<file path="config.mk">
export PLATFORM = sky130hd
export DESIGN_NAME = heightmap_row_validator_unit_flat
export DESIGN_NICKNAME = d
export VERILOG_FILES = /design/src/rtl/hrv_pkg.sv /design/src/rtl/hrv_req_if.sv /design/src/rtl/hrv_rsp_if.sv /design/src/rtl/hrv_parser.sv /design/src/rtl/heightmap_row_validator_unit.sv /design/src/flat_wrapper.sv
export SDC_FILE = /design/constraint.sdc
export NUM_CORES = 1
export LEC_CHECK = 0
export BUFFER_PORTS_ARGS = -buffer_cell sky130_fd_sc_hd__buf_2
export CAP_MARGIN = 20
export CORE_MARGIN = 1
export CORE_UTILIZATION = 53
export DETAILED_ROUTE_END_ITERATION = 6
export PLACE_DENSITY = 0.73
export SETUP_SLACK_MARGIN = 0.4
export SLEW_MARGIN = 30
export SYNTH_ARGS = -nofsm -noshare
export SYNTH_HDL_FRONTEND = slang
export SYNTH_SLANG_ARGS = --single-unit
</file>
<file path="constraint.sdc">
create_clock -name clock -period 8.84 [get_ports clock]
set_input_delay 0.884 -clock clock [delete_from_list [all_inputs] [get_ports clock]]
set_output_delay 0.884 -clock clock [all_outputs]
set_load 0.005 [all_outputs]
</file>
<file path="src/rtl/hrv_pkg.sv">
// Package for the height map row validator: parse phases, error codes,
// character constants and the result type. No dependencies.
package hrv_pkg;

   typedef enum logic [3:0] {
      PH_START   = 4'd0,
      PH_SIGN    = 4'd1,
      PH_DIGITS  = 4'd2,
      PH_PTSPACE = 4'd3,
      PH_COMMA   = 4'd4,
      PH_ZERO    = 4'd5,
      PH_HEX     = 4'd6,
      PH_CSPACE  = 4'd7,
      PH_REST    = 4'd8
   } phase_type;

   localparam logic [2:0] ERR_NONE       = 3'd0;
   localparam logic [2:0] ERR_POINT      = 3'd1;
   localparam logic [2:0] ERR_END_POINT  = 3'd2;
   localparam logic [2:0] ERR_CLR_PREFIX = 3'd3;
   localparam logic [2:0] ERR_CLR_SYNTAX = 3'd4;
   localparam logic [2:0] ERR_CLR_SIZE   = 3'd5;
   localparam logic [2:0] ERR_CLR_END    = 3'd6;
   localparam logic [2:0] ERR_ROW_LEN    = 3'd7;

   localparam logic [7:0] CH_NUL   = 8'h00;
   localparam logic [7:0] CH_LF    = 8'h0A;
   localparam logic [7:0] CH_SPACE = 8'h20;
   localparam logic [7:0] CH_COMMA = 8'h2C;
   localparam logic [7:0] CH_MINUS = 8'h2D;
   localparam logic [7:0] CH_ZERO  = 8'h30;
   localparam logic [7:0] CH_NINE  = 8'h39;
   localparam logic [7:0] CH_UPA   = 8'h41;
   localparam logic [7:0] CH_UPF   = 8'h46;
   localparam logic [7:0] CH_X     = 8'h78;

   localparam logic [2:0] MAX_HEX  = 3'd6;
   localparam logic [2:0] HEX_SAT  = 3'd7;

   typedef struct packed {
      logic [2:0]  error_code;
      logic        row_done;
      logic [15:0] row_points;
      logic [15:0] row_width;
      logic        file_ok;
   } rsp_type;

   function automatic logic is_digit(input logic [7:0] c);
      is_digit = (c >= CH_ZERO) && (c <= CH_NINE);
   endfunction

   function automatic logic is_hex(input logic [7:0] c);
      is_hex = is_digit(c) || ((c >= CH_UPA) && (c <= CH_UPF));
   endfunction

endpackage

</file>
<file path="src/rtl/hrv_req_if.sv">
// Request channel of the row validator: valid/ready plus one character.
// No dependencies.
interface hrv_req_if;
   logic       valid;
   logic       ready;
   logic [7:0] ch;
   logic       row_end;

   modport source(output valid, output ch, output row_end, input ready);
   modport sink(input valid, input ch, input row_end, output ready);
endinterface

</file>
<file path="src/rtl/hrv_rsp_if.sv">
// Response channel of the row validator: valid/ready plus result fields.
// No dependencies.
interface hrv_rsp_if;
   logic        valid;
   logic        ready;
   logic [2:0]  error_code;
   logic        row_done;
   logic [15:0] row_points;
   logic [15:0] row_width;
   logic        file_ok;

   modport source(output valid, output error_code, output row_done, output row_points,
                  output row_width, output file_ok, input ready);
   modport sink(input valid, input error_code, input row_done, input row_points,
                input row_width, input file_ok, output ready);
endinterface

</file>
<file path="src/rtl/hrv_parser.sv">
// Parse state machine: holds the row/file state and computes one step per
// enabled cycle. Depends on hrv_pkg.
module hrv_parser #(
   parameter int COUNT_BITS = 16
) (
   input  logic            clock,
   input  logic            reset,
   input  logic            step_en,
   input  logic [7:0]      ch,
   input  logic            row_end,
   input  logic [15:0]     rows_expected,
   output hrv_pkg::rsp_type result
);
   import hrv_pkg::*;

   localparam logic [COUNT_BITS-1:0] CNT_MAX = {COUNT_BITS{1'b1}};
   localparam logic [COUNT_BITS-1:0] CNT_ONE = COUNT_BITS'(1);

   phase_type             phase_ff, phase_in;
   logic [2:0]            hex_ff, hex_in;
   logic [COUNT_BITS-1:0] points_ff, points_in;
   logic [COUNT_BITS-1:0] width_ff, width_in;
   logic [COUNT_BITS-1:0] rows_ff, rows_in;
   logic [2:0]            err_ff, err_in;

   logic [7:0]            c;
   logic                  eol;
   logic                  active;
   logic                  add_pt;
   logic                  close_req;
   logic                  done;
   logic [COUNT_BITS-1:0] width_close;
   logic [31:0]           shown_wide;
   logic [31:0]           width_wide;

   always_ff @(posedge clock) begin
      if (reset) begin
         phase_ff  <= PH_START;
         hex_ff    <= '0;
         points_ff <= '0;
         width_ff  <= '0;
         rows_ff   <= '0;
         err_ff    <= ERR_NONE;
      end else if (step_en) begin
         phase_ff  <= phase_in;
         hex_ff    <= hex_in;
         points_ff <= points_in;
         width_ff  <= width_in;
         rows_ff   <= rows_in;
         err_ff    <= err_in;
      end
   end

   always_comb begin
      c      = row_end ? CH_NUL : ch;
      eol    = (c == CH_NUL) || (c == CH_LF);
      active = (err_ff == ERR_NONE) && (32'(rows_ff) < 32'(rows_expected));

      phase_in    = phase_ff;
      hex_in      = hex_ff;
      points_in   = points_ff;
      width_in    = width_ff;
      rows_in     = rows_ff;
      err_in      = err_ff;
      add_pt      = 1'b0;
      close_req   = 1'b0;
      done        = 1'b0;
      width_close = (width_ff == '0) ? points_ff : width_ff;

      if (active) begin
         case (phase_ff)
            PH_START: begin
               if (c == CH_SPACE) begin
               end else if (eol) begin
                  close_req = 1'b1;
               end else if (c == CH_MINUS) begin
                  phase_in = PH_SIGN;
               end else if (is_digit(c)) begin
                  add_pt = 1'b1;
               end else begin
                  err_in = ERR_POINT;
               end
            end
            PH_SIGN: begin
               if (is_digit(c)) begin
                  add_pt = 1'b1;
               end else begin
                  err_in = ERR_POINT;
               end
            end
            PH_DIGITS, PH_PTSPACE: begin
               if (is_digit(c)) begin
                  add_pt = (phase_ff == PH_PTSPACE);
               end else if (c == CH_SPACE) begin
                  phase_in = PH_PTSPACE;
               end else if (eol) begin
                  close_req = 1'b1;
               end else if (c == CH_COMMA) begin
                  phase_in = PH_COMMA;
               end else if (c == CH_MINUS) begin
                  phase_in = PH_SIGN;
               end else begin
                  err_in = ERR_END_POINT;
               end
            end
            PH_COMMA: begin
               if (c == CH_ZERO) begin
                  phase_in = PH_ZERO;
               end else begin
                  err_in = ERR_CLR_PREFIX;
               end
            end
            PH_ZERO: begin
               if (c == CH_X) begin
                  phase_in = PH_HEX;
                  hex_in   = '0;
               end else begin
                  err_in = ERR_CLR_PREFIX;
               end
            end
            PH_HEX: begin
               if (eol || (c == CH_SPACE)) begin
                  if ((hex_ff == '0) || (hex_ff > MAX_HEX)) begin
                     err_in = ERR_CLR_SIZE;
                  end else if (c == CH_SPACE) begin
                     phase_in = PH_CSPACE;
                  end else begin
                     close_req = 1'b1;
                  end
               end else if (is_hex(c)) begin
                  if (hex_ff < HEX_SAT) begin
                     hex_in = hex_ff + 3'd1;
                  end
               end else begin
                  err_in = ERR_CLR_SYNTAX;
               end
            end
            PH_CSPACE: begin
               if (c == CH_SPACE) begin
               end else if (eol) begin
                  close_req = 1'b1;
               end else if (is_digit(c)) begin
                  add_pt = 1'b1;
               end else begin
                  err_in = ERR_CLR_END;
               end
            end
            default: begin
               if (row_end) begin
                  phase_in = PH_START;
               end
            end
         endcase
      end

      if (add_pt) begin
         if (points_ff != CNT_MAX) begin
            points_in = points_ff + CNT_ONE;
         end
         phase_in = PH_DIGITS;
      end

      if (close_req) begin
         width_in = width_close;
         if ((points_ff != width_close) || (points_ff == '0)) begin
            err_in = ERR_ROW_LEN;
         end else begin
            done = 1'b1;
            if (rows_ff != CNT_MAX) begin
               rows_in = rows_ff + CNT_ONE;
            end
            points_in = '0;
            hex_in    = '0;
            phase_in  = row_end ? PH_START : PH_REST;
         end
      end

      shown_wide = done ? 32'(points_ff) : 32'(points_in);
      width_wide = 32'(width_in);

      result.error_code = err_in;
      result.row_done   = done;
      result.row_points = shown_wide[15:0];
      result.row_width  = width_wide[15:0];
      result.file_ok    = (err_in == ERR_NONE) && (32'(rows_in) >= 32'(rows_expected));
   end

   // sticky error
   a_err_sticky: assert property (@(posedge clock) disable iff (reset)
      (err_ff != ERR_NONE) |=> (err_ff == $past(err_ff)))
      else $error("error code changed after it was set");

   a_width_fixed: assert property (@(posedge clock) disable iff (reset)
      (width_ff != '0) |=> (width_ff == $past(width_ff)))
      else $error("row width changed after first row");

   a_points_mono: assert property (@(posedge clock) disable iff (reset)
      (points_ff != '0) |=> ((points_ff >= $past(points_ff)) || (points_ff == '0)))
      else $error("point count moved backward without row close");

   a_rows_no_err: assert property (@(posedge clock) disable iff (reset)
      (rows_ff != $past(rows_ff)) |-> (err_ff == ERR_NONE))
      else $error("row counted together with an error");

endmodule

</file>
<file path="src/rtl/heightmap_row_validator_unit.sv">
// Height map row validator: checks one character per request against the
// row/point/colour syntax and reports sticky error and row status per request.
//
// Each request yields exactly one response. The unit takes one request per
// clock unless a stalled sink holds it: a request is registered in the input
// register, then the parse step updates the row state and loads the response
// register in the same cycle. A full response register with a stalled sink
// holds the input side only once the input register is also occupied. Point
// and row counters saturate at COUNT_BITS bits. rows_expected (csr_wr_data)
// must be written only while idle (not enforced by the unit); it resets to 1.
module heightmap_row_validator_unit #(
   parameter int COUNT_BITS = 16
) (
   input  logic        clock,
   input  logic        reset,
   hrv_req_if.sink     req_if,
   hrv_rsp_if.source   rsp_if,
   input  logic        csr_wr_en,
   input  logic [15:0] csr_wr_data
);
   import hrv_pkg::*;

   logic        in_valid_ff, in_valid_in;
   logic [7:0]  in_ch_ff;
   logic        in_end_ff;
   logic        rsp_valid_ff, rsp_valid_in;
   rsp_type     rsp_data_ff;
   logic [15:0] rows_exp_ff;

   logic        req_accept;
   logic        step_fire;
   rsp_type     step_result;

   assign step_fire    = in_valid_ff && (!rsp_valid_ff || rsp_if.ready);
   assign req_if.ready = !in_valid_ff || step_fire;
   assign req_accept   = req_if.valid && req_if.ready;

   always_comb begin
      in_valid_in  = req_accept ? 1'b1 : (step_fire ? 1'b0 : in_valid_ff);
      rsp_valid_in = step_fire ? 1'b1 : (rsp_if.ready ? 1'b0 : rsp_valid_ff);
   end

   always_ff @(posedge clock) begin
      if (reset) begin
         in_valid_ff  <= 1'b0;
         rsp_valid_ff <= 1'b0;
         rows_exp_ff  <= 16'd1;
      end else begin
         in_valid_ff  <= in_valid_in;
         rsp_valid_ff <= rsp_valid_in;
         if (csr_wr_en) begin
            rows_exp_ff <= csr_wr_data;
         end
      end
   end

   always_ff @(posedge clock) begin
      if (req_accept) begin
         in_ch_ff  <= req_if.ch;
         in_end_ff <= req_if.row_end;
      end
      if (step_fire) begin
         rsp_data_ff <= step_result;
      end
   end

   hrv_parser #(
      .COUNT_BITS(COUNT_BITS)
   ) u_parser (
      .clock         (clock),
      .reset         (reset),
      .step_en       (step_fire),
      .ch            (in_ch_ff),
      .row_end       (in_end_ff),
      .rows_expected (rows_exp_ff),
      .result        (step_result)
   );

   assign rsp_if.valid      = rsp_valid_ff;
   assign rsp_if.error_code = rsp_data_ff.error_code;
   assign rsp_if.row_done   = rsp_data_ff.row_done;
   assign rsp_if.row_points = rsp_data_ff.row_points;
   assign rsp_if.row_width  = rsp_data_ff.row_width;
   assign rsp_if.file_ok    = rsp_data_ff.file_ok;

   a_done_clean: assert property (@(posedge clock) disable iff (reset)
      (rsp_valid_ff && rsp_data_ff.row_done) |-> (rsp_data_ff.error_code == ERR_NONE))
      else $error("row closed while an error is reported");

   a_ok_clean: assert property (@(posedge clock) disable iff (reset)
      (rsp_valid_ff && rsp_data_ff.file_ok) |-> (rsp_data_ff.error_code == ERR_NONE))
      else $error("file ok while an error is reported");

   a_in_kept: assert property (@(posedge clock) disable iff (reset)
      (in_valid_ff && !step_fire) |=> in_valid_ff)
      else $error("buffered request dropped");

endmodule

</file>
<file path="src/flat_wrapper.sv">
// flat-port wrapper written by rule: the top's interface ports become plain ports
module heightmap_row_validator_unit_flat import hrv_pkg::*;
#(
   parameter int COUNT_BITS = 16
)
  (clock, reset, csr_wr_en, csr_wr_data, req_if_valid, req_if_ch, req_if_row_end, req_if_ready, rsp_if_valid, rsp_if_error_code, rsp_if_row_done, rsp_if_row_points, rsp_if_row_width, rsp_if_file_ok, rsp_if_ready);
  hrv_req_if req_if_i ();
  hrv_rsp_if rsp_if_i ();
  input  logic clock;
  input  logic reset;
  input  logic csr_wr_en;
  input  logic [15:0] csr_wr_data;
  input wire logic [$bits(req_if_i.valid)-1:0] req_if_valid;
  input wire logic [$bits(req_if_i.ch)-1:0] req_if_ch;
  input wire logic [$bits(req_if_i.row_end)-1:0] req_if_row_end;
  output wire logic [$bits(req_if_i.ready)-1:0] req_if_ready;
  output wire logic [$bits(rsp_if_i.valid)-1:0] rsp_if_valid;
  output wire logic [$bits(rsp_if_i.error_code)-1:0] rsp_if_error_code;
  output wire logic [$bits(rsp_if_i.row_done)-1:0] rsp_if_row_done;
  output wire logic [$bits(rsp_if_i.row_points)-1:0] rsp_if_row_points;
  output wire logic [$bits(rsp_if_i.row_width)-1:0] rsp_if_row_width;
  output wire logic [$bits(rsp_if_i.file_ok)-1:0] rsp_if_file_ok;
  input wire logic [$bits(rsp_if_i.ready)-1:0] rsp_if_ready;
  assign req_if_i.valid = req_if_valid;
  assign req_if_i.ch = req_if_ch;
  assign req_if_i.row_end = req_if_row_end;
  assign req_if_ready = req_if_i.ready;
  assign rsp_if_valid = rsp_if_i.valid;
  assign rsp_if_error_code = rsp_if_i.error_code;
  assign rsp_if_row_done = rsp_if_i.row_done;
  assign rsp_if_row_points = rsp_if_i.row_points;
  assign rsp_if_row_width = rsp_if_i.row_width;
  assign rsp_if_file_ok = rsp_if_i.file_ok;
  assign rsp_if_i.ready = rsp_if_ready;
  heightmap_row_validator_unit #(.COUNT_BITS(COUNT_BITS)) u_core (.clock(clock), .reset(reset), .req_if(req_if_i), .rsp_if(rsp_if_i), .csr_wr_en(csr_wr_en), .csr_wr_data(csr_wr_data));
endmodule
</file>
==> results of run 1 <==
## metrics by stage
stage	util	total power, W	cells	hold slack (ps)	worst slack, ps
finish	0.624	0.00143	973	492	4020
global route	0.624	0.00148	973	518	3590
CTS	0.624	0.00144	973	501	4070
detailed placement	0.575	0.000708	941	488	4100
global placement	0.575	0.000705	941	476	4270
floorplan	-	0.000676	740	460	4660
## path summary, 6_finish.rpt
path | slack (ps) | to | start
setup reg to reg | 4020 | u_core.rsp_if.file_ok$_DFFE_PP_ | u_core.u_parser.rows_ff[9]$_SDFFE_PP0P_
setup / recovery | 4020 | u_core.rsp_if.file_ok$_DFFE_PP_ | u_core.u_parser.rows_ff[9]$_SDFFE_PP0P_
hold / removal | 490 | u_core.rows_exp_ff[4]$_SDFFE_PP0P_ | u_core.rows_exp_ff[4]$_SDFFE_PP0P_
hold reg to reg | 490 | u_core.rows_exp_ff[4]$_SDFFE_PP0P_ | u_core.rows_exp_ff[4]$_SDFFE_PP0P_
## area by class of cell
cell class	instances	share of cell area
well taps	172	0.0273
inverters	42	0.0200
repair buffers	71	0.0461
clock buffers	19	0.0549
clock inverters	13	0.0241
multi-input cells	534	0.459
flip-flops and latches	122	0.368
## cell usage in the layout (no fill, tap or decap), types with 9 or more instances in the layout
| cell type | n |
|---|---|
| a22o_1 | 14 |
| dfxtp_1 | 76 |
| nor3_1 | 24 |
| o31ai_1 | 11 |
| nor2_1 | 40 |
| or3_1 | 14 |
| or4_1 | 11 |
| inv_1 | 40 |
| a21oi_1 | 42 |
| nand3_1 | 31 |
| mux2i_1 | 17 |
| clkbuf_16 | 17 |
| a21o_1 | 17 |
| ha_1 | 37 |
| a211oi_1 | 9 |
| a31oi_1 | 14 |
| buf_2 | 68 |
| nand2_1 | 50 |
| edfxtp_1 | 46 |
| xnor2_1 | 16 |
| o21ai_0 | 31 |
| and3_1 | 12 |
| nor4_1 | 13 |
| nand4_1 | 14 |
| xor2_1 | 9 |
## worst max-delay path, delay by kind of cell, from the launching register on
family	cells	cell delay, ps
multiplexers	1	400
adder cells (fa/ha/maj)	2	580
flip-flops	1	450
AO/OA/AOI/OAI	9	2440
AND/OR/NAND/NOR	3	700
## state kept, by name (all words and copies together) (netlist names)
| signal | count |
|---|---|
| u_core.rsp_if.error_code | 3 |
| u_core.u_parser.rows_ff | 16 |
| u_core.rows_exp_ff | 16 |
| u_core.in_ch_ff | 8 |
| u_core.rsp_if.row_done | 1 |
| u_core.in_valid_ff | 1 |
| u_core.u_parser.err_ff | 3 |
| u_core.rsp_if.row_points | 16 |
| u_core.u_parser.width_ff | 16 |
| u_core.u_parser.points_ff | 16 |
| u_core.u_parser.hex_ff | 3 |
| u_core.rsp_if.row_width | 16 |
| u_core.u_parser.phase_ff | 4 |
| u_core.rsp_if.file_ok | 1 |
| u_core.in_end_ff | 1 |
| u_core.rsp_if.valid | 1 |
## routing by layer
metal | GRT usage | routed length (um) | vias to the layer above
li1 | - | - | 2908
met2 | 0.449 | 8310 | 207
met4 | 0.162 | 623 | 0
met5 | 0 | 0 | -
met1 | 0.336 | 7590 | 2863
met3 | 0.0471 | 744 | 52
## logic make-up after synthesis
kind of cell | Yosys count | synth area share
AOI/OAI and AO/OA | 204 | 0.208
xor gates and xnor gates | 25 | 0.0320
adders and majority gates | 37 | 0.0676
buffers and inverters | 84 | 0.0482
DFF | 122 | 0.424
muxes | 19 | 0.0281
and+or+nand+nor | 249 | 0.192
## power breakdown
part / internal [W] / switching [W] / total [W]
registers: 0.000600 / 0.00000933 / 0.000609
clock network: 0.000474 / 0.000261 / 0.000735
logic: 0.0000321 / 0.0000547 / 0.0000868
total: 0.00111 / 0.000325 / 0.00143
==> results.py, run 1 <==
metrics = {
    "placed_design": {
        "placed_area_sq_um": 7260,
        "portBuffers": 68,
        "dp_hpwl_um": 12400,
        "place_congestion": 0.984,
    },
    "hold_path": {
        "whs_path_depth": 2,
        "hp-class": "reg2reg",
    },
    "global_routing": {
        "grt_max_degree": 42,
        "track_usage": 0.272,
        "grt_overflow_total": 0,
        "grt_pass1_vias": 5673,
        "grt_pass1_wl_um": 28000,
        "antenna_found_initial": 0,
    },
    "sta": {
        "slew_headroom": 0.402,
        "tns_ps": 0,
        "slew_viol_final": 0,
        "hold_viol_final": 0,
        "clock.fmax_mhz": 207,
        "worstMarginPinSlew_ps": 891,
        "fin_crit_ps": 4820,
        "rsz0062_at_grt": "false",
        "setup_viol": 0,
        "final.period_utilization": 0.546,
        "clock_skew_ps": 8.87,
    },
    "setup_path": {
        "required_ps": 9010,
        "crit_arrival_ps": 4990,
        "worstSetupPathType": "reg2reg",
        "path_cells": "ha_1 -> a211oi_1 -> o21ai_0 -> a221oi_2 -> a21boi_1 -> nand3_1 -> nor2_1 -> mux2_2 -> ha_1 -> a21o_1 -> a211oi_1 -> o21bai_1 -> a2111oi_0 -> o221a_2 -> nor4b_1",
        "worst-path-max-fanout": 7,
        "crit_path_top_delay_cell": "a21boi_1",
        "critPathLaunchType": "register",
        "slowest_delay_ps": 520,
        "reg2reg_depth": 15,
        "endpoint_kind": "register",
    },
    "drt": {
        "first_pass_iters": 5,
        "initialDrtViolationCount": 492,
        "vias": 6030,
        "ant_nets": 0,
        "wl_um": 17300,
        "wl_per_cell_um": 17.7,
        "vias_per_cell": 6.20,
        "drcViolationCount": 0,
    },
    "clocking": {
        "clk_path_buf_depth": 2,
        "post_cts.repair.setup_buffers": 0,
        "cts_buffers": 17,
        "post_cts_resize_count": 0,
        "clk_pin_slew_ps": 60,
        "numClockSinks": 122,
        "htreeDepth": 4,
        "tritoncts": "built",
        "clk-insertion-delay-late_ps": 420,
        "holdBufCountCts": 0,
        "root_buffer": "clkbuf_16",
    },
    "logic_synthesis": {
        "yosysTopAreaCell": "dfxtp_1",
        "synth_commonest_cells": "76 x dfxtp_1, 50 x nand2_1, 46 x edfxtp_1",
        "yosys.cell_types.count": 71,
        "yosysMostFrequentCell": "dfxtp_1",
        "synth_nets": 807,
        "synthTopCellsByArea": "dfxtp_1 22%, edfxtp_1 20%, ha_1 6.8%",
        "ys_warn_count": 0,
        "async_reset_ff_frac": 0,
        "synth_top_area_share": 0.222,
        "synth_ff_type": "dfxtp_1",
        "synthCells": 740,
        "syn_area_per_cell_sq_um": 9.26,
        "synth-seq-area-share": 0.424,
        "synthesis.area_sq_um": 6850,
        "ys_ff_latch": 122,
        "synth-edff-count": 46,
    },
    "floorplan": {
        "core-area_sq_um": 12600,
        "start_util": 0.543,
        "die_w_um": 116,
        "die-area_sq_um": 13400,
        "std_cell_rows": 41,
        "io-pin-count": 69,
        "chipHeight_um": 116,
    },
    "finish": {
        "fin_area_sq_um": 7880,
        "multiInputGateArea_sq_um": 3620,
        "register_area_sq_um": 2900,
        "insertedDiodeCount": 0,
        "n_fill_cell": 1135,
        "area_growth_pct": 15.0,
        "drive_above_1_share": 0.137,
        "nets": 855,
    },
    "power": {
        "p_per_area_nw_per_um2": 182,
        "ir_worst_vdd_mv": 0.112,
        "leakagePower_nw": 3.24,
    },
    "outcome": {
        "outcome": "finished, final reports clean",
    },
    "job": {
        "maxCapViolCount": 0,
    },
}
Note: power is estimated with default switching activity, not from simulation.
==> inputs of run 2 (changes only) <==
PLACE_DENSITY = 0.76   (was 0.73)
clock period = 3.9 ns   (was 8.84 ns; I/O delays follow)
==> run 2 against run 1 <==
  * Clock power up 120%
  * Fmax up 30%
  * Combinational power rose to 2.9 times the previous value
  * Sequential share of layout area down 3.9 points
  * Global-route usage up 3.6 points
  * Critical path depth up 1
  * Utilization up 7.7 points
  * Final area up 12%
  * Power up 130%
  * Non-clock buffer count up 94
  * Critical path type unchanged
==> results.py, run 2 (same netlist as run 1, synthesis figures left out) <==
metrics = {
    "placed_design": {
        "dp_hpwl_um": 14500,
        "placed_area_sq_um": 7940,
        "portBuffers": 68,
        "dp.cells": 1024,
        "place_congestion": 0.925,
    },
    "sta": {
        "clock.fmax_mhz": 270,
        "final.period_utilization": 0.951,
        "fin_crit_ps": 3710,
        "slew_headroom": 0.444,
        "worstMarginPinSlew_ps": 835,
        "rsz0062_at_grt": "true",
        "hold_viol_final": 0,
        "setup_viol": 0,
        "clock_skew_ps": 5.29,
        "tns_ps": 0,
        "slew_viol_final": 0,
    },
    "floorplan": {
        "io-pin-count": 69,
        "die-area_sq_um": 13400,
        "start_util": 0.543,
        "core-area_sq_um": 12600,
        "die_w_um": 116,
        "std_cell_rows": 41,
        "chipHeight_um": 116,
    },
    "setup_path": {
        "worst-path-max-fanout": 3,
        "required_ps": 4070,
        "endpoint_kind": "register",
        "worstSetupPathType": "reg2reg",
        "critPathLaunchType": "register",
        "crit_arrival_ps": 3880,
    },
    "clocking": {
        "htreeDepth": 4,
        "tritoncts": "built",
        "clk_pin_slew_ps": 60,
        "clk-insertion-delay-late_ps": 420,
        "cts_buffers": 17,
        "clk_path_buf_depth": 2,
        "root_buffer": "clkbuf_16",
        "numClockSinks": 122,
        "holdBufCountCts": 0,
    },
    "power": {
        "leakagePower_nw": 3.78,
        "ir_worst_vdd_mv": 0.278,
        "p_seq_frac": 0.427,
        "combPwrFrac": 0.078,
        "clockPowerShare": 0.495,
        "p_sw_frac": 0.237,
        "p_int_w": 0.00246,
        "p_switching_w": 0.000765,
        "p_per_area_nw_per_um2": 364,
    },
    "drt": {
        "initialDrtViolationCount": 706,
        "drcViolationCount": 0,
        "wl_um": 20100,
        "wl_per_cell_um": 18.8,
        "ant_nets": 0,
        "first_pass_iters": 6,
        "vias_per_cell": 6.22,
        "vias": 6637,
    },
    "job": {
        "maxCapViolCount": 0,
    },
    "finish": {
        "final_common_cell": "buf_4",
        "mostFrequentLayoutCells": "96 x buf_4, 68 x buf_2, 67 x dfxtp_1",
        "nets": 949,
        "area_growth_pct": 29.2,
        "fin_cells": 1067,
        "drive_above_1_share": 0.278,
        "fin_area_sq_um": 8850,
        "insertedDiodeCount": 0,
    },
    "global_routing": {
        "grt_max_degree": 42,
        "grt_overflow_total": 0,
        "grt_pass1_vias": 6344,
        "track_usage": 0.309,
        "grt_pass1_wl_um": 31600,
        "antenna_found_initial": 0,
    },
    "outcome": {
        "outcome": "finished, final reports clean",
    },
    "hold_path": {
        "hp-class": "in2reg",
    },
}
run 2: cell type report:
cell class | instances | area [sq um]
clock inverter | 13 | 140
clock buffer | 19 | 464
timing repair buffer | 165 | 1070
fill | 1003 | 3770
sequential | 122 | 2910
multi-input combinational | 534 | 3890
inverter | 42 | 159
tap | 172 | 215
run 2: power groups by stage:
stage / Clock [W] / Combinational (W) / Sequential [W]
finish: 0.00159 / 0.000252 / 0.00138
global placement: 0 / 0.000224 / 0.00140
floorplan: 0 / 0.000134 / 0.00140
global route: 0.00167 / 0.000276 / 0.00138
detailed placement: 0 / 0.000227 / 0.00140
CTS: 0.00161 / 0.000235 / 0.00138
run 2: final timing paths:
kind                                       startpoint                                   to  slack, ps  cells after the start
setup reg to reg  u_core.rows_exp_ff[15]$_SDFFE_PP0P_      u_core.rsp_if.file_ok$_DFFE_PP_        190                     16
hold reg to reg   u_core.rows_exp_ff[12]$_SDFFE_PP0P_  u_core.rows_exp_ff[12]$_SDFFE_PP0P_        500                      2
setup / recovery  u_core.rows_exp_ff[15]$_SDFFE_PP0P_      u_core.rsp_if.file_ok$_DFFE_PP_        190                     16
hold / removal                           req_if_ch[3]         u_core.in_ch_ff[3]$_DFFE_PP_        140                      1
run 2: timing repair:
item / 4_1_cts / 5_1_grt
gates resized for setup: 21 / 31
pin swaps: 10 / 21
setup buffers: 5 / 6
setup endpoints to repair: 1 / 1
run 2: metal layers:
layer | up-vias | part of all wire | global-route usage
met5 | - | 0 | 0
met4 | 0 | 0.047 | 0.186
met3 | 83 | 0.058 | 0.0601
met2 | 307 | 0.50 | 0.531
met1 | 3157 | 0.39 | 0.357
li1 | 3090 | - | -
run 2: per-stage QoR:
stage          power, W  hold WS (ps)  utilization  setup WS, ps
2_1_floorplan   0.00154           460            -           241
3_3_place_gp    0.00162           476        0.629          43.8
3_5_place_dp    0.00163           483        0.629          39.5
4_1_cts         0.00322           128        0.686           174
5_1_grt         0.00332           130        0.701         -51.5
6_report        0.00322           143        0.701           190
run 2: critical path: stages, from the launching register on:
cell and delay [ps]:
dfxtp_2 340, inv_2 60, ha_1 180, or4_4 430, a221oi_2 240, a21boi_4 260, nand3_4 110, nor2_4 160
xnor2_1 130, ha_1 250, nand2b_4 140, a21o_1 200, a211oi_2 220, o21bai_1 120, a2111oi_2 320, o221a_2 260
nor4b_2 40
==> inputs of run 3 (changes only) <==
ABC_AREA = 1   (was not set)
PLACE_DENSITY = 0.75   (was 0.76)
SLEW_MARGIN = not set   (was 30)
==> run 3 against run 2 <==
  * Count of clock-buffer cells in the layout is 1 lower
  * Clock power is 6% lower
  * First-iteration DRC count is 1.7% higher
  * Critical path depth is 5 higher
  * Final area is 1.0% higher
  * Global-route usage is 3.4 points lower
  * Largest power group unchanged
  * Utilization is 6.7 points lower
  * Area after synthesis is 13% higher
  * Non-clock buffer count is 72 lower
  * Highest routed layer unchanged
==> results.py, run 3 <==
metrics = {
    "outcome": {
        "outcome": "finished, final reports clean",
    },
    "logic_synthesis": {
        "synth_nets": 1182,
        "synth_top_area_share": 0.196,
        "synth_ff_type": "dfxtp_1",
        "synthTopCellsByArea": "dfxtp_1 20%, edfxtp_1 18%, nand2_1 13%",
        "yosys.cell_types.count": 41,
        "synthesis.area_sq_um": 7760,
        "async_reset_ff_frac": 0,
        "synth-edff-count": 46,
        "yosysMostFrequentCell": "nand2_1",
        "synth_commonest_cells": "278 x nand2_1, 139 x inv_1, 108 x nand3_1",
        "ys_warn_count": 0,
        "synthCells": 1115,
        "ys_ff_latch": 122,
        "yosysTopAreaCell": "dfxtp_1",
        "syn_area_per_cell_sq_um": 6.96,
        "synth-seq-area-share": 0.374,
    },
    "global_routing": {
        "grt_overflow_total": 0,
        "antenna_found_initial": 0,
        "grt_max_degree": 48,
        "track_usage": 0.275,
        "grt_pass1_vias": 6833,
        "grt_pass1_wl_um": 32500,
    },
    "power": {
        "combPwrFrac": 0.211,
        "p_per_area_nw_per_um2": 418,
        "clockPowerShare": 0.398,
        "p_switching_w": 0.00112,
        "leakagePower_nw": 4.26,
        "p_int_w": 0.00261,
        "ir_worst_vdd_mv": 0.521,
        "p_sw_frac": 0.300,
        "p_seq_frac": 0.392,
    },
    "setup_path": {
        "worstSetupPathType": "reg2reg",
        "slowest_delay_ps": 510,
        "crit_arrival_ps": 3420,
        "crit_path_top_delay_cell": "dfxtp_1",
        "cp_num_buf_inv": 3,
        "path_common_cell": "nand2_1",
        "r2r_start": "u_core.u_parser.points_ff[4]$_SDFFE_PP0P_",
        "endpoint_kind": "register",
        "critPathLaunchType": "register",
        "reg2reg_slack_ps": 640,
        "critPathLaunch": "u_core.u_parser.points_ff[4]$_SDFFE_PP0P_",
        "worst-path-max-fanout": 16,
        "r2r_end": "u_core.rsp_if.file_ok$_DFFE_PP_",
        "path_cells": "inv_1 -> o2111ai_1 -> nor2_1 -> nand2_1 -> nand2_4 -> nand3_2 -> buf_4 -> nand2_1 -> nand2_1 -> nand2_1 -> nand2_1 -> inv_1 -> ha_1 -> nand2_1 -> nor2_1 -> nand2_1 -> o211ai_1 -> nand2_1 -> nand2_1 -> a31oi_1 -> nor3_2",
        "required_ps": 4070,
        "reg2reg_depth": 21,
        "path_delay_family": "simple AND/OR/NAND/NOR gates",
    },
    "floorplan": {
        "die_w_um": 123,
        "chipHeight_um": 123,
        "start_util": 0.550,
        "die-area_sq_um": 15100,
        "core-area_sq_um": 14100,
        "io-pin-count": 69,
        "std_cell_rows": 43,
    },
    "drt": {
        "vias": 7634,
        "first_pass_iters": 6,
        "initialDrtViolationCount": 718,
        "wl_um": 19700,
        "vias_per_cell": 5.54,
        "wl_per_cell_um": 14.3,
        "ant_nets": 0,
        "drcViolationCount": 0,
    },
    "sta": {
        "worstMarginPinSlew_ps": 911,
        "hold_viol_final": 0,
        "final.period_utilization": 0.835,
        "clock.fmax_mhz": 307,
        "fin_crit_ps": 3260,
        "slew_viol_final": 0,
        "setup_viol": 0,
        "clock_skew_ps": 8.35,
        "tns_ps": 0,
        "slew_headroom": 0.392,
        "hold_ws_ps": 149,
        "rsz0062_at_grt": "false",
    },
    "clocking": {
        "holdBufCountCts": 0,
        "numClockSinks": 122,
        "cts_buffers": 17,
        "clk_pin_slew_ps": 50,
        "htreeDepth": 4,
        "tritoncts": "built",
        "clk_path_buf_depth": 2,
        "root_buffer": "clkbuf_16",
        "clk-insertion-delay-late_ps": 420,
    },
    "finish": {
        "n_fill_cell": 1289,
        "mostFrequentLayoutCells": "277 x nand2_1, 138 x inv_1, 108 x nand3_1",
        "drive_above_1_share": 0.142,
        "area_growth_pct": 15.2,
        "final_common_cell": "nand2_1",
        "insertedDiodeCount": 0,
        "nets": 1253,
    },
    "hold_path": {
        "hp-class": "in2reg",
        "hold_start": "req_if_ch[4]",
        "whs_endpoint": "u_core.in_ch_ff[4]$_DFFE_PP_",
        "whs_path_depth": 1,
    },
    "placed_design": {
        "dp_hpwl_um": 14100,
        "portBuffers": 68,
        "place_congestion": 0.992,
    },
    "job": {
        "maxCapViolCount": 0,
    },
}
## run 3: power groups by stage
stage                     logic (W)  registers [W]  clock network, W
after floorplan            0.000555        0.00147                 0
after global placement     0.000725        0.00149                 0
after detailed placement   0.000735        0.00149                 0
after CTS                  0.000746        0.00146           0.00151
after global routing       0.000889        0.00147           0.00157
final                      0.000787        0.00146           0.00149
## run 3: stage by stage
stage	setup WS, ps	total power, W	cells	instance area (sq um)	utilization
after floorplan	812	0.00203	1115	7760	-
after global placement	417	0.00221	1338	8240	0.585
after detailed placement	331	0.00222	1338	8240	0.585
after CTS	433	0.00372	1373	8840	0.627
after global routing	413	0.00393	1379	8940	0.634
final	643	0.00374	1379	8940	0.634
## run 3: area by class of cell
cell class / instances / area, sq um / share of cell area
well taps: 180 / 225 / 0.0252
clock buffers: 18 / 429 / 0.0480
flip-flops and latches: 122 / 2910 / 0.325
clock inverters: 14 / 130 / 0.0146
multi-input cells: 804 / 4130 / 0.462
repair buffers: 93 / 553 / 0.0619
inverters: 148 / 568 / 0.0635
## run 3: routing by layer
metal | GRT usage | share of wire | vias to the layer above
met4 | 0.103 | 0.022 | 0
li1 | - | - | 3857
met3 | 0.0567 | 0.065 | 44
met2 | 0.453 | 0.47 | 311
met1 | 0.355 | 0.44 | 3422
met5 | 0 | 0 | -
## run 3: how the worst max path moves through the flow
stage / slack, ps / end / cells after the start
3_5_place_dp: 330 / u_core.rsp_if.file_ok$_DFFE_PP_ / 20
2_1_floorplan: 810 / u_core.rsp_if.file_ok$_DFFE_PP_ / 20
6_report: 640 / u_core.rsp_if.file_ok$_DFFE_PP_ / 21
3_3_place_gp: 420 / u_core.rsp_if.file_ok$_DFFE_PP_ / 20
4_1_cts: 430 / u_core.rsp_if.file_ok$_DFFE_PP_ / 22
5_1_grt: 410 / u_core.rsp_if.file_ok$_DFFE_PP_ / 23
## run 3: cell families (layout without fill, tap and decap cells)
family                   Yosys count  in the layout  share of synthesized area
AND/OR/NAND/NOR                  544            544                      0.314
AO/OA/AOI/OAI                    215            215                      0.144
buffers and inverters            189            273                     0.0995
flip-flops                       122            122                      0.374
adder cells (fa/ha/maj)           37             37                     0.0597
XOR/XNOR                           8              8                    0.00903
## run 3: timing repair
item,in CTS,in global routing
gates resized for setup,0,20
setup buffers,3,6
gates cloned,0,0
setup endpoints to repair,1,1
pin swaps,1,3
hold endpoints to repair,0,0
